--- config.mk ---
export PLATFORM = sky130hd
export DESIGN_NAME = ring_queue_with_search_unit_flat
export DESIGN_NICKNAME = d
export VERILOG_FILES = /design/src/rtl/rqs_pkg.sv /design/src/rtl/rqs_if.sv /design/src/rtl/ring_queue_with_search_unit.sv /design/src/flat_wrapper.sv
export SDC_FILE = /design/constraint.sdc
export NUM_CORES = 1
export LEC_CHECK = 0
export BUFFER_PORTS_ARGS = -buffer_cell sky130_fd_sc_hd__buf_4
export CAP_MARGIN = 20
export CORE_MARGIN = 5
export CORE_UTILIZATION = 40
export CTS_BUF_LIST = sky130_fd_sc_hd__clkbuf_16
export CTS_CLUSTER_SIZE = 16
export DETAILED_ROUTE_END_ITERATION = 16
export PLACE_DENSITY = 0.57
export SLEW_MARGIN = 15
export SYNTH_ARGS = -nofsm -noshare
export SYNTH_HDL_FRONTEND = slang
export SYNTH_SLANG_ARGS = --single-unit
--- constraint.sdc ---
create_clock -name clk -period 4.69 [get_ports clk]
set_input_delay 0.938 -clock clk [delete_from_list [all_inputs] [get_ports clk]]
set_output_delay 0.938 -clock clk [all_outputs]
set_load 0.01 [all_outputs]
--- src/rtl/rqs_pkg.sv ---
// Package: shared types, codes and defaults for the ring queue with search.
`default_nettype none
package rqs_pkg;

  localparam int DEPTH_DEF = 16;
  localparam int CAP_W     = 5;
  localparam int WORD_W    = 32;
  localparam int SLOT_W    = 4;

  typedef logic [2:0]               mode_t;
  typedef logic [1:0]               status_t;
  typedef logic signed [WORD_W-1:0] word_t;
  typedef logic [CAP_W-1:0]         cap_t;
  typedef logic [SLOT_W-1:0]        slot_t;

  localparam mode_t MODE_ENQ   = 3'd0;
  localparam mode_t MODE_DEQ   = 3'd1;
  localparam mode_t MODE_PEEK  = 3'd2;
  localparam mode_t MODE_CLR   = 3'd3;
  localparam mode_t MODE_SRCH  = 3'd4;

  localparam status_t ST_OK       = 2'd0;
  localparam status_t ST_FULL     = 2'd1;
  localparam status_t ST_EMPTY    = 2'd2;
  localparam status_t ST_NOTFOUND = 2'd3;

endpackage
`default_nettype wire

--- src/rtl/rqs_if.sv ---
// Interfaces: request and response channels of the ring queue with search.
`default_nettype none
interface rqs_req_if;
  import rqs_pkg::*;
  logic  valid;
  logic  ready;
  mode_t mode;
  word_t value;

  modport source (output valid, output mode, output value, input ready);
  modport sink   (input valid, input mode, input value, output ready);
endinterface

interface rqs_rsp_if;
  import rqs_pkg::*;
  logic    valid;
  logic    ready;
  status_t status;
  word_t   data;
  slot_t   slot;
  cap_t    count;
  logic    is_empty;
  logic    is_full;

  modport source (output valid, output status, output data, output slot, output count,
                  output is_empty, output is_full, input ready);
  modport sink   (input valid, input status, input data, input slot, input count,
                  input is_empty, input is_full, output ready);
endinterface
`default_nettype wire

--- src/rtl/ring_queue_with_search_unit.sv ---
// Top level: circular word queue with enqueue, dequeue, peek, clear and search.
//
// Requests arrive on in_req (mode, value) and each gives exactly one response
// on out_rsp (status, data, slot, count, is_empty, is_full); a transfer takes
// place when valid and ready are both high. One request is worked on at a time.
// Work per request, accept to ready again: enqueue, clear, failed requests and
// unknown modes go straight to S_FIN; dequeue and peek first do one registered
// read of the slot memory; search compares k entries, at most the fill count,
// one at a time: each is read into a register in S_RD and checked in S_EVAL by
// the one equality comparator. S_FIN loads the response register once work ends.
// The response is held in an output register, so the next request is accepted
// while it waits; if the receiver stalls, the following request finishes and
// then waits until the register is free. cfg_we writes the capacity (0 reads as
// 1, above DEPTH as DEPTH) and empties the queue; write it only while idle.
// Synchronous reset (rst_n low) empties the queue and sets capacity to
// min(16, DEPTH); slot contents are left as they are.
`default_nettype none
module ring_queue_with_search_unit #(
  parameter int DEPTH = rqs_pkg::DEPTH_DEF
) (
  input  wire                 clk,
  input  wire                 rst_n,
  input  wire                 cfg_we,
  input  wire rqs_pkg::cap_t  cfg_wdata,
  rqs_req_if.sink             in_req,
  rqs_rsp_if.source           out_rsp
);
  import rqs_pkg::*;

  localparam int PW   = $clog2(DEPTH);
  localparam int CMPW = (PW + 1 > CAP_W) ? PW + 1 : CAP_W;
  localparam cap_t CAP_RST = cap_t'((DEPTH < 16) ? DEPTH : 16);

  typedef enum logic [1:0] {S_IDLE, S_RD, S_EVAL, S_FIN} state_t;
  typedef logic [PW-1:0] ptr_t;

  state_t  state_r, state_nxt;
  ptr_t    head_r, head_nxt, tail_r, tail_nxt, addr_r, addr_nxt;
  cap_t    fill_r, fill_nxt, cap_r, cap_nxt, k_r, k_nxt;
  mode_t   mode_r, mode_nxt;
  word_t   key_r, key_nxt;
  status_t res_status_r, res_status_nxt;
  word_t   res_data_r, res_data_nxt;
  slot_t   res_slot_r, res_slot_nxt;
  logic    out_valid_r, out_valid_nxt;
  status_t out_status_r, out_status_nxt;
  word_t   out_data_r, out_data_nxt;
  slot_t   out_slot_r, out_slot_nxt;
  cap_t    out_count_r, out_count_nxt;
  logic    out_empty_r, out_empty_nxt, out_full_r, out_full_nxt;

  word_t   slots_r [DEPTH];
  word_t   rd_data_r;
  logic    mem_we;
  logic [31:0] addr_ext;

  function automatic ptr_t wrap_next(input ptr_t p, input cap_t cap);
    logic [CMPW-1:0] n;
    n = CMPW'(p) + CMPW'(1);
    return (n >= CMPW'(cap)) ? '0 : PW'(n);
  endfunction

  assign addr_ext = 32'(addr_r);

  always_comb begin
    state_nxt      = state_r;
    head_nxt       = head_r;
    tail_nxt       = tail_r;
    addr_nxt       = addr_r;
    fill_nxt       = fill_r;
    cap_nxt        = cap_r;
    k_nxt          = k_r;
    mode_nxt       = mode_r;
    key_nxt        = key_r;
    res_status_nxt = res_status_r;
    res_data_nxt   = res_data_r;
    res_slot_nxt   = res_slot_r;
    out_valid_nxt  = out_valid_r && !out_rsp.ready;
    out_status_nxt = out_status_r;
    out_data_nxt   = out_data_r;
    out_slot_nxt   = out_slot_r;
    out_count_nxt  = out_count_r;
    out_empty_nxt  = out_empty_r;
    out_full_nxt   = out_full_r;
    mem_we         = 1'b0;

    case (state_r)
      S_IDLE: begin
        if (in_req.valid) begin
          mode_nxt       = in_req.mode;
          key_nxt        = in_req.value;
          res_status_nxt = ST_OK;
          res_data_nxt   = '0;
          res_slot_nxt   = '0;
          state_nxt      = S_FIN;
          case (in_req.mode)
            MODE_ENQ: begin
              if (fill_r >= cap_r) begin
                res_status_nxt = ST_FULL;
              end else begin
                mem_we   = 1'b1;
                tail_nxt = wrap_next(tail_r, cap_r);
                fill_nxt = fill_r + cap_t'(1);
              end
            end
            MODE_DEQ, MODE_PEEK: begin
              if (fill_r == '0) begin
                res_status_nxt = ST_EMPTY;
              end else begin
                addr_nxt  = head_r;
                state_nxt = S_RD;
              end
            end
            MODE_CLR: begin
              head_nxt = '0;
              tail_nxt = '0;
              fill_nxt = '0;
            end
            MODE_SRCH: begin
              if (fill_r == '0) begin
                res_status_nxt = ST_NOTFOUND;
              end else begin
                addr_nxt  = head_r;
                k_nxt     = '0;
                state_nxt = S_RD;
              end
            end
            default: begin
            end
          endcase
        end
      end
      S_RD: begin
        state_nxt = S_EVAL;
      end
      S_EVAL: begin
        if (mode_r == MODE_SRCH) begin
          if (rd_data_r == key_r) begin
            res_slot_nxt = addr_ext[SLOT_W-1:0];
            state_nxt    = S_FIN;
          end else if (k_r + cap_t'(1) == fill_r) begin
            res_status_nxt = ST_NOTFOUND;
            state_nxt      = S_FIN;
          end else begin
            k_nxt     = k_r + cap_t'(1);
            addr_nxt  = wrap_next(addr_r, cap_r);
            state_nxt = S_RD;
          end
        end else begin
          res_data_nxt = rd_data_r;
          if (mode_r == MODE_DEQ) begin
            head_nxt = wrap_next(head_r, cap_r);
            fill_nxt = fill_r - cap_t'(1);
          end
          state_nxt = S_FIN;
        end
      end
      S_FIN: begin
        if (!out_valid_r || out_rsp.ready) begin
          out_valid_nxt  = 1'b1;
          out_status_nxt = res_status_r;
          out_data_nxt   = res_data_r;
          out_slot_nxt   = res_slot_r;
          out_count_nxt  = fill_r;
          out_empty_nxt  = (fill_r == '0);
          out_full_nxt   = (fill_r == cap_r);
          state_nxt      = S_IDLE;
        end
      end
      default: begin
        state_nxt = S_IDLE;
      end
    endcase

    if (cfg_we) begin
      if (cfg_wdata == '0) begin
        cap_nxt = cap_t'(1);
      end else if (32'(cfg_wdata) > DEPTH) begin
        cap_nxt = cap_t'(DEPTH);
      end else begin
        cap_nxt = cfg_wdata;
      end
      head_nxt = '0;
      tail_nxt = '0;
      fill_nxt = '0;
    end
  end

  always_ff @(posedge clk) begin
    if (mem_we) begin
      slots_r[tail_r] <= in_req.value;
    end
    rd_data_r <= slots_r[addr_r];
  end

  always_ff @(posedge clk) begin
    if (!rst_n) begin
      state_r     <= S_IDLE;
      head_r      <= '0;
      tail_r      <= '0;
      fill_r      <= '0;
      cap_r       <= CAP_RST;
      out_valid_r <= 1'b0;
    end else begin
      state_r     <= state_nxt;
      head_r      <= head_nxt;
      tail_r      <= tail_nxt;
      fill_r      <= fill_nxt;
      cap_r       <= cap_nxt;
      out_valid_r <= out_valid_nxt;
    end
    addr_r       <= addr_nxt;
    k_r          <= k_nxt;
    mode_r       <= mode_nxt;
    key_r        <= key_nxt;
    res_status_r <= res_status_nxt;
    res_data_r   <= res_data_nxt;
    res_slot_r   <= res_slot_nxt;
    out_status_r <= out_status_nxt;
    out_data_r   <= out_data_nxt;
    out_slot_r   <= out_slot_nxt;
    out_count_r  <= out_count_nxt;
    out_empty_r  <= out_empty_nxt;
    out_full_r   <= out_full_nxt;
  end

  assign in_req.ready     = rst_n && (state_r == S_IDLE);
  assign out_rsp.valid    = out_valid_r;
  assign out_rsp.status   = out_status_r;
  assign out_rsp.data     = out_data_r;
  assign out_rsp.slot     = out_slot_r;
  assign out_rsp.count    = out_count_r;
  assign out_rsp.is_empty = out_empty_r;
  assign out_rsp.is_full  = out_full_r;

`ifndef SYNTHESIS
  a_fill_le_cap: assert property (@(posedge clk) disable iff (!rst_n)
    fill_r <= cap_r)
    else $error("fill count above capacity");

  a_ptr_in_range: assert property (@(posedge clk) disable iff (!rst_n)
    (CMPW'(head_r) < CMPW'(cap_r)) && (CMPW'(tail_r) < CMPW'(cap_r)))
    else $error("queue pointer outside capacity");

  a_busy_after_transfer: assert property (@(posedge clk) disable iff (!rst_n)
    in_req.valid && in_req.ready |=> !in_req.ready)
    else $error("request accepted while previous one in progress");
`endif

endmodule
`default_nettype wire

--- src/flat_wrapper.sv ---
// flat-port wrapper written by rule: the top's interface ports become plain ports
module ring_queue_with_search_unit_flat import rqs_pkg::*;
#(
  parameter int DEPTH = rqs_pkg::DEPTH_DEF
)
  (clk, rst_n, cfg_we, cfg_wdata, in_req_valid, in_req_mode, in_req_value, in_req_ready, out_rsp_valid, out_rsp_status, out_rsp_data, out_rsp_slot, out_rsp_count, out_rsp_is_empty, out_rsp_is_full, out_rsp_ready);
  rqs_req_if in_req_i ();
  rqs_rsp_if out_rsp_i ();
  input  wire clk;
  input  wire rst_n;
  input  wire cfg_we;
  input  wire rqs_pkg::cap_t cfg_wdata;
  input wire logic [$bits(in_req_i.valid)-1:0] in_req_valid;
  input wire logic [$bits(in_req_i.mode)-1:0] in_req_mode;
  input wire logic [$bits(in_req_i.value)-1:0] in_req_value;
  output wire logic [$bits(in_req_i.ready)-1:0] in_req_ready;
  output wire logic [$bits(out_rsp_i.valid)-1:0] out_rsp_valid;
  output wire logic [$bits(out_rsp_i.status)-1:0] out_rsp_status;
  output wire logic [$bits(out_rsp_i.data)-1:0] out_rsp_data;
  output wire logic [$bits(out_rsp_i.slot)-1:0] out_rsp_slot;
  output wire logic [$bits(out_rsp_i.count)-1:0] out_rsp_count;
  output wire logic [$bits(out_rsp_i.is_empty)-1:0] out_rsp_is_empty;
  output wire logic [$bits(out_rsp_i.is_full)-1:0] out_rsp_is_full;
  input wire logic [$bits(out_rsp_i.ready)-1:0] out_rsp_ready;
  assign in_req_i.valid = in_req_valid;
  assign in_req_i.mode = in_req_mode;
  assign in_req_i.value = in_req_value;
  assign in_req_ready = in_req_i.ready;
  assign out_rsp_valid = out_rsp_i.valid;
  assign out_rsp_status = out_rsp_i.status;
  assign out_rsp_data = out_rsp_i.data;
  assign out_rsp_slot = out_rsp_i.slot;
  assign out_rsp_count = out_rsp_i.count;
  assign out_rsp_is_empty = out_rsp_i.is_empty;
  assign out_rsp_is_full = out_rsp_i.is_full;
  assign out_rsp_i.ready = out_rsp_ready;
  ring_queue_with_search_unit #(.DEPTH(DEPTH)) u_core (.clk(clk), .rst_n(rst_n), .cfg_we(cfg_we), .cfg_wdata(cfg_wdata), .in_req(in_req_i), .out_rsp(out_rsp_i));
endmodule
* Word level (Yosys, flattened, before mapping)
Memory sizes are Yosys's and may differ from the RTL's. A register that Yosys moved wholly into a read port is not among the register bits. Index checks and enable logic that the tools add are counted.
Word-level totals: register bits 148, RAM bits 512, input bits 45, output and inout bits 47, memories kept 1
Memory list:
- u_core.slots_r | words 16, width 32, rd ports 1, clocked after memory_dff 1, write ports 1, line ring_queue_with_search_unit.sv:52 | word_t slots_r [DEPTH];
Cells by class: add/sub/neg operators 6, magnitude comparators 5, equality and inequality tests 28, mux-type cells 64, bitwise logic cells 1, reductions and logical operators 25
Operator list (count):
- 2-to-1 mux 4 bit | 17
- 2-to-1 mux 32 bit | 2
- case mux 32 bit (2 select lines) | 1
- 2-to-1 mux 5 bit | 12
- == test 32 bit | 1
- case mux 4 bit (2 select lines) | 4
- case mux 5 bit (2 select lines) | 3
- 2-to-1 mux 2 bit | 13
- greater-or-equal comparator 5 bit | 4
- != test 2 bit (second input constant) | 9
- adder 4 x 1 -> 5 bit (second input constant) | 3
- AND reduction 7 bit | 2
- adder 5 x 1 -> 5 bit (second input constant) | 2
- == test 5 bit | 2
- logical NOT 5 bit | 2
- != test 2 x 1 -> 1 bit (second input constant) | 5
- AND reduction 5 bit | 2
- 2-to-1 mux 1 bit | 9
- case mux 2 bit (4 select lines) | 1
- AND reduction 4 bit | 2
- == test 3 x 1 -> 1 bit (second input constant) | 2
- == test 3 x 2 -> 1 bit (second input constant) | 2
- == test 3 bit (second input constant) | 2
- != test 3 bit (second input constant) | 2
- other kinds (18) | 25

* Longest topological paths before layout
word-level depth 7, depth in mapped cells 10, gate-level depth less buffers 9

* Worst setup path before layout
OpenSTA, ideal clock, no wires.
kind in2reg, start input port in_req_mode[2], end memory u_core.slots_r[2][0] (netlist name) (enable), arrival time 4.077 ns, setup slack 0.152 ns, stages 6, buffers on the path 0, cells stage by stage nor2_1 o21ai_1 or4_4 nor2_1 nand2_1 nor3_1
On the way: longest elaborated chain between the ends 6
Ends and longest elaborated chain:
- start: declaration | line flat_wrapper.sv:14 | input wire logic [$bits(in_req_i.mode)-1:0] in_req_mode;
- logical NOT 3 bit | line ring_queue_with_search_unit.sv:96 | case (in_req.mode)
- 2-to-1 mux 1 bit | line ring_queue_with_search_unit.sv:96
- 2-to-1 mux 1 bit | line ring_queue_with_search_unit.sv:89 | if (in_req.valid) begin
- 2-to-1 mux 1 bit | line ring_queue_with_search_unit.sv:87 | case (state_r)
- 2-to-1 mux 1 bit | line ring_queue_with_search_unit.sv:190 | if (mem_we) begin
- 2-to-1 mux 1 bit (not written as such) | line ring_queue_with_search_unit.sv:191 | slots_r[tail_r] <= in_req.value;
- end: declaration | line ring_queue_with_search_unit.sv:52
Every way passes these cells.

* Worst setup path after layout
start register u_core.fill_r[2], end memory u_core.slots_r[10][15] (netlist name) (enable)
On the way: longest elaborated chain between the ends 7
Ends and longest elaborated chain:
- start: declaration | line ring_queue_with_search_unit.sv:39 | cap_t fill_r, fill_nxt, cap_r, cap_nxt, k_r, k_nxt;
- start signal: assignment | line ring_queue_with_search_unit.sv:208 | fill_r <= fill_nxt;
- greater-or-equal comparator 5 bit | line ring_queue_with_search_unit.sv:98 | if (fill_r >= cap_r) begin
- 2-to-1 mux 1 bit | line ring_queue_with_search_unit.sv:98
- 2-to-1 mux 1 bit | line ring_queue_with_search_unit.sv:96
- 2-to-1 mux 1 bit | line ring_queue_with_search_unit.sv:89
- 2-to-1 mux 1 bit | line ring_queue_with_search_unit.sv:87
- 2-to-1 mux 1 bit | line ring_queue_with_search_unit.sv:190
- 2-to-1 mux 1 bit (not written as such) | line ring_queue_with_search_unit.sv:191
Every way passes these cells.

==> results.yml <==
cells_and_area:
  multi_input_area_sq_um: 5890
  drive_above_1_share_pct: 28.8
  final_common_cell: "edfxtp_1"
  seqCellArea_sq_um: 20200
  most-common-layout-cells: "edfxtp_1, mux4_2, buf_4, clkbuf_16, dfxtp_1"
  syn_to_final_growth_pct: 16.7
  diodes: 0
  final_nets: 1470
  nFillCells: 5414
grt:
  grt_pass1_vias: 12900
  gr-total-overflow: 0
  grtUsageTotal_pct: 17.1
  grt_max_degree: 98
  antenna_found_initial: 1
  grt_pass1_wl_microns: 89300
clock_tree:
  cts_buffer_depth: 3
  clock_sinks: 692
  cts-root-buf: "clkbuf_16"
  cts_tree: "built"
  ctsResizeCount: 0
  clk_pin_slew_ps: 60
  worstSkewPairLatency_ps: 630
  post_cts.repair.setup_buffers: 0
  cts_hold_buf: 0
  cts_buffers: 73
  htreeDepth: 3
timing:
  worst_pin_slew_ps: 942
  relSlewSlack_pct: 37.2
  period_minus_slack_ps: 3650
  fin_hold_ws_ps: 415
  finalSetupViolations: 0
  hold_violations: 0
  slew_viol_final: 0
  min_period_over_period_pct: 77.8
  rsz0062_at_grt: "false"
  fin_tns_setup_ps: 0
  skew_ps: 24.9
  fmax_ghz: 0.274
yosys:
  postSynthAreaPerCell_sq_um: 21.2
  syn_inst: 1242
  yosysWarnings: 0
  syn-cell-area_sq_um: 26300
  ys_seq_area_share_pct: 76.9
  async_reset_ff_share_pct: 0
  synth_ff_type: "edfxtp_1"
  synth_nets: 1316
  yosys_register_bits: 692
  yosysUniqueCellTypes: 48
  synth-edff-count: 639
placed_design:
  io_buffers: 91
  place_congestion: 0.820
  dp_hpwl_microns: 38500
critical_path:
  reg2reg_depth: 8
  r2r_start: "u_core.fill_r[2]$_SDFFE_PP0P_"
  start_kind: "flip-flop"
  path_class: "flip-flop to flip-flop"
  worstPathArrival_ps: 3950
  r2r_end: "u_core.slots_r[10][15]$_DFFE_PP_"
  regToRegSetupSlack_ps: 1040
  endpoint_kind: "flip-flop"
  cp.required_ps: 4990
  crit_fanout: 16
die:
  die_h_microns: 267
  start_util_pct: 40.2
  core_area_sq_um: 65500
  die_x_microns: 267
  ioPinCount: 92
  die_area_sq_um: 71100
  core.rowCount: 94
drt:
  dr_total_vias: 12400
  ant_nets: 0
  viasPerCell: 5.34
  drtPass1Iterations: 5
  drc: 0
  wirelength_microns: 60600
  wl_per_cell_microns: 26.2
  drt_iter0_drc: 955
flow_run:
  cap_violations: 0
hold_path:
  min_from: "u_core.res_data_r[12]$_SDFFCE_PN0P_"
  hold_end: "u_core.out_rsp.data[12]$_DFFE_PP_"
  hold_path_class: "flip-flop to flip-flop"
  min_path_cells: 0
power_and_ir_drop:
  p_per_area_nw_per_um2: 443
  ir_worst_vdd_uv: 274
  p_leak_nw: 10.1
run_status:
  status: "completed"
[critical path, cell delays in order (launching register included)]
cell      delay (ps)
dfxtp_1          530
ha_1             330
a211oi_2         180
nor2_1            80
or4_4            540
nor2_1           370
nand2_1          320
nor2_4           630
buf_4            340
[registers in the layout (all words and copies together) (netlist names), 32 cells and up]
| register | cells |
|---|---|
| u_core.slots_r | 512 |
| u_core.key_r | 32 |
| u_core.out_rsp.data | 32 |
| u_core.rd_data_r | 32 |
| u_core.res_data_r | 32 |
[area by class of cell]
class	count	share of cell area, %
Sequential cell	692	65.9
Multi-Input combinational cell	482	19.1
Clock buffer	74	6.02
Tap cell	864	3.52
Clock inverter	55	1.72
Inverter	18	0.220
Timing Repair Buffer	129	3.50
[synth_stat cells, types with 7 or more instances]
master	n	area share [%]
edfxtp_1	639	73
mux4_2	160	14
dfxtp_1	53	4.0
and2_1	43	1.0
xor2_1	40	1.3
nand2_1	33	0.47
nor2_1	33	0.47
ha_1	29	1.4
clkbuf_1	28	0.40
a21oi_1	23	0.44
o21ai_0	21	0.40
inv_1	18	0.26
nand3_1	15	0.29
nor3_1	14	0.27
buf_6	10	0.43
buf_2	8	0.15
xnor2_1	8	0.27
nand2b_1	7	0.17
nor4_1	7	0.17
[kinds of logic (layout without fill, tap and decap cells)]
logic type / count (synthesis) / after routing / share of synthesized area (%)
fa+ha+maj: 29 / 29 / 1.38
simple gates: 175 / 175 / 3.45
compound gates: 70 / 70 / 1.70
buf+inv: 68 / 276 / 1.29
xor+xnor: 48 / 48 / 1.60
flops: 692 / 692 / 76.9
mux: 160 / 160 / 13.7
[stage by stage]
step                worst slack (ps)  instance area, sq um  power [W]  std cells  util, %
global placement                 920                 28300    0.00804       2184     43.3
CTS                              994                 30700     0.0138       2314     46.9
detailed placement               935                 28400    0.00805       2185     43.3
global route                     879                 30700     0.0141       2314     46.9
finish                          1040                 30700     0.0136       2314     46.9
floorplan                        152                 26300    0.00763       1242        -
[power breakdown]
group          switching (W)  internal (W)
sequential         0.0000919       0.00692
clock                0.00236       0.00337
combinational       0.000527      0.000359
total                0.00297        0.0106
[how the worst max path moves through the flow]
| stage | slack (ps) | end | startpoint | depth (start not counted) |
|---|---|---|---|---|
| floorplan | 150 | u_core.slots_r[2][0]$_DFFE_PP_ | in_req_mode[2] | 6 |
| global placement | 920 | u_core.slots_r[11][3]$_DFFE_PP_ | in_req_mode[2] | 8 |
| detailed placement | 930 | u_core.slots_r[11][3]$_DFFE_PP_ | in_req_mode[2] | 8 |
| CTS | 990 | u_core.slots_r[11][8]$_DFFE_PP_ | u_core.fill_r[2]$_SDFFE_PP0P_ | 8 |
| global route | 880 | u_core.slots_r[11][30]$_DFFE_PP_ | u_core.fill_r[2]$_SDFFE_PP0P_ | 8 |
| finish | 1040 | u_core.slots_r[10][15]$_DFFE_PP_ | u_core.fill_r[2]$_SDFFE_PP0P_ | 8 |
[per-layer routing]
metal,wire [microns],vias up,track usage [%],share of wire (%)
li1,-,5382,-,-
met1,26800,6571,24.3,44
met2,30000,338,28.0,49
met3,2780,77,3.08,4.6
met4,1040,0,4.01,1.7
met5,0,-,0,0
Power figures use the tool's default switching activity.
